`src/hdl/bba_ram.sv`:
```
`timescale 1ns / 1ps
// ----------------------------------------------------------------------------
// Generic RAM
// One write port and one read port with registered read data.
// ----------------------------------------------------------------------------
module bba_ram #(
  parameter int WIDTH = 2,
  parameter int DEPTH = 2047
) (
  input  logic                     clk,
  input  logic                     we,
  input  logic [$clog2(DEPTH)-1:0] waddr,
  input  logic [WIDTH-1:0]         wdata,
  input  logic [$clog2(DEPTH)-1:0] raddr,
  output logic [WIDTH-1:0]         rdata
);

  logic [WIDTH-1:0] mem [DEPTH];

  always_ff @(posedge clk) begin
    if (we) begin
      mem[waddr] <= wdata;
    end
    rdata <= mem[raddr];
  end

endmodule

```
`config.mk`:
```
export PLATFORM = sky130hd
export DESIGN_NAME = bba_ram
export DESIGN_NICKNAME = d
export VERILOG_FILES = /design/src/hdl/bba_ram.sv
export SDC_FILE = /design/constraint.sdc
export NUM_CORES = 2
export LEC_CHECK = 0
export ABC_CLOCK_PERIOD_IN_PS = 5800
export BUFFER_PORTS_ARGS = -buffer_cell sky130_fd_sc_hd__buf_2
export CORE_ASPECT_RATIO = 2
export CORE_MARGIN = 2
export CORE_UTILIZATION = 45
export DETAILED_ROUTE_END_ITERATION = 12
export PLACE_DENSITY = 0.63
export SLEW_MARGIN = 5
export SYNTH_ARGS = -nofsm -noshare
export SYNTH_HDL_FRONTEND = slang
export SYNTH_SLANG_ARGS = --single-unit
```
`constraint.sdc`:
```
create_clock -name clk -period 5.8 [get_ports clk]
set_input_delay 0.87 -clock clk [delete_from_list [all_inputs] [get_ports clk]]
set_output_delay 0.87 -clock clk [all_outputs]
set_load 0.05 [all_outputs]
```
==> impl_metrics.py <==
metrics = {
    "sta": {
        "fin_crit_sh_pct": 77.76,
        "fin_crit_ns": 4.510,
        "fin_worst_skew_ns": 0.05942,
        "report.final.slew_viol_count": 5,
        "relSlewSlack_pct": -1.898,
        "worst_pin_slew_ns": 1.517,
        "fin_tns_setup_ns": 0,
        "rsz0062_at_grt": "false",
        "finalHoldViolations": 0,
        "fmax_ghz": 0.2217,
        "fin_ws_ns": 1.290,
        "finalSetupViolations": 0,
    },
    "synth": {
        "synth.area.mux_share_pct": 14.74,
        "synth_cell_type_count": 69,
        "syn_avg_cell_area_sq_um": 17.54,
        "synth_top_family_by_area": "multiplexers",
        "synth_flop_cell": "edfxtp_1",
        "yosys.area_share.simple_pct": 6.225,
        "ys_ff_latch": 4096,
        "synth_edf_count": 4094,
        "syn_nets": 9659,
        "synthAdderAreaFrac_pct": 0,
        "synth-xor-area-share_pct": 0,
        "syn_inst": 9633,
        "synth_compound_area_share_pct": 3.110,
        "ys_async_sr_fraction_pct": 0,
        "synth_seq_area_share_pct": 72.80,
        "synth-warning-count": 0,
        "syn-cell-area_sq_mm": 0.1689,
    },
    "worst_setup_path": {
        "r2r_start": "mem[457][0]$_DFFE_PP_",
        "cp_max_fo": 58,
        "crit_arrival_ns": 5.40,
        "critical_path_class": "input port to flop",
        "regToRegEndpoint": "rdata[0]$_DFF_P_",
        "required_ns": 6.69,
        "setup.worst_path.end_class": "flop",
        "reg2reg_setup_slack_ns": 2.30,
        "r2r.worst_path.cells": 9,
        "worst_setup_path_start_kind": "input port",
    },
    "cts": {
        "cts.clk_slew.worst_paths_ns": 0.07,
        "cts_root_buf": "clkbuf_16",
        "cts_buffers": 337,
        "tritoncts": "yes",
        "htree_levels": 5,
        "cts_hold_buf": 0,
        "insertion_delay_ns": 0.95,
        "cts_resized": 0,
        "numClockSinks": 4096,
        "clock_path_buffers": 4,
        "post-cts-setup-buffer-count": 0,
    },
    "die": {
        "coreArea_sq_mm": 0.3744,
        "rows": 318,
        "dieArea_sq_mm": 0.3806,
        "die-height_um": 870.5,
        "die-width_um": 437.2,
        "io_pins": 28,
        "start_util_pct": 45.12,
    },
    "place": {
        "dp_slack_ns": 0.5166,
        "port_buffers": 27,
        "gp_congestion": 0.8693,
        "dp_hpwl_um": 293500,
    },
    "grt": {
        "antenna_found_initial": 38,
        "use_met1_pct": 28.60,
        "use_met3_pct": 3.687,
        "use_met2_pct": 46.66,
        "grt_usage_pct": 26.02,
        "grt_pass1_vias": 96691,
        "grt_start_max_net_pins": 246,
        "grt_pass1_wl_um": 702000,
        "grt.busiest_layer": "met2",
        "gr-total-overflow": 0,
    },
    "routing": {
        "drc_errors": 0,
        "dr_total_vias": 92637,
        "via_per_inst": 6.266,
        "drtPass1Iterations": 8,
        "wl_per_cell_um": 34.07,
        "wirelength_um": 503700,
        "ant_nets": 0,
        "drt-initial-drc-count": 11731,
    },
    "flow_run": {
        "maxCapViolations": 3,
    },
    "finish": {
        "ff_latch_area_sq_mm": 0.1230,
        "nFillCells": 30351,
        "nets": 9564,
        "multi_input_area_sq_mm": 0.04124,
        "drive_gt1_share_pct": 16.19,
        "area_delta_synth_final_pct": 9.490,
    },
    "worst_hold_path": {
        "min_from": "wdata[1]",
        "worstHoldEndpoint": "mem[313][1]$_DFFE_PP_",
        "min_path_cells": 1,
        "hold_class": "input port to flop",
    },
    "power_and_ir_drop": {
        "p_total_mw": 58.59,
        "powerDensity_mw_per_mm2": 316.8,
        "irDropWorstVdd_v": 0.0002568,
        "leakagePower_nw": 56.17,
    },
    "run_status": {
        "status": "complete, but fails checks",
        "violations": "max-capacitance violations, max-slew violations",
    },
}
metrics by stage:
step                      instances  util, %  hold WS, ns  cell area (sq um)
after global placement        14158    46.54        1.253             174200
after detailed placement      14159    46.55        1.225             174300
after floorplan                9633        -       0.9054             168900
after global routing          14769    49.39       0.4017             184900
final                         14784    49.40       0.3764             184900
after CTS                     14752    49.38       0.3793             184900
power by group:
group	total, mW	switching (mW)	internal, mW
clock network	22.8	10.6	12.2
registers	32.6	0.0110	32.5
logic	3.20	2.19	1.02
total	58.6	12.8	45.8
synth_stat cells (all sizes together) (17+ instances only):
library cell / instances / area [sq um]
a211oi: 51 / 382.9
a21oi: 152 / 760.7
a221oi: 27 / 236.5
a22o: 29 / 254.0
a22oi: 54 / 405.4
buf: 345 / 2994
clkbuf: 472 / 2261
edfxtp: 4094 / 122900
mux2i: 510 / 5105
mux4: 840 / 19680
nand2: 184 / 690.7
nand3: 65 / 325.3
nor2: 2113 / 7934
nor2b: 17 / 106.4
nor3: 123 / 615.6
nor4: 39 / 244.0
o21ai: 30 / 150.1
o221ai: 198 / 1753
o22ai: 118 / 738.2
critical path, cell delays in order:
cell,delay [ns]
buf_12,0.41
buf_12,0.34
buf_12,0.41
mux2i_1,0.16
o221ai_1,0.30
a21oi_1,0.11
nor3_1,0.52
nor4_1,0.18
nor4_1,1.22
nand4_1,0.47
nand4_1,0.17
layout make-up:
class | count | area share [%]
Inverter | 4 | 0.01353
Tap cell | 4960 | 3.355
Multi-Input combinational cell | 4715 | 22.30
Timing Repair Buffer | 384 | 2.069
Antenna cell | 32 | 0.04330
Clock inverter | 192 | 0.9431
Sequential cell | 4096 | 66.49
Clock buffer | 401 | 4.782
worst max-delay path by stage:
stage / from / endpoint / slack (ns) / cells past startpoint
global placement: raddr[0] / rdata[0]$_DFF_P_ / 0.49 / 11
finish: raddr[0] / rdata[0]$_DFF_P_ / 1.29 / 11
floorplan: raddr[0] / rdata[1]$_DFF_P_ / 2.55 / 11
CTS: raddr[0] / rdata[0]$_DFF_P_ / 1.54 / 11
detailed placement: raddr[0] / rdata[0]$_DFF_P_ / 0.52 / 11
global route: raddr[0] / rdata[0]$_DFF_P_ / 1.38 / 11
cell usage in the layout, fill, tap and decap left out, types with 121 or more instances in the layout:
cell type and count:
a21oi_1 152, buf_4 283, clkbuf_16 345, edfxtp_1 4094
mux2i_1 510, mux4_1 202, mux4_2 638, nand2_1 181
nor2_1 2108, nor3_1 121, o221ai_1 195
registers in the layout, indices dropped and copies added (netlist names):
register	flops
mem	4094
rdata	2
kinds of logic (layout without fill, tap and decap cells):
logic type,after synthesis,in the layout
AOI/OAI and AO/OA,728,728
DFF,4096,4096
other,0,32
and+or+nand+nor,2627,2627
buffers and inverters,822,981
muxes,1360,1360
layer usage:
layer	up-vias	share of wire [%]
met5	-	0.024
met4	18	7.9
met3	1317	7.6
met2	4704	52
met1	48808	32
li1	37790	-
No activity file was read; power rests on OpenSTA's default activity.
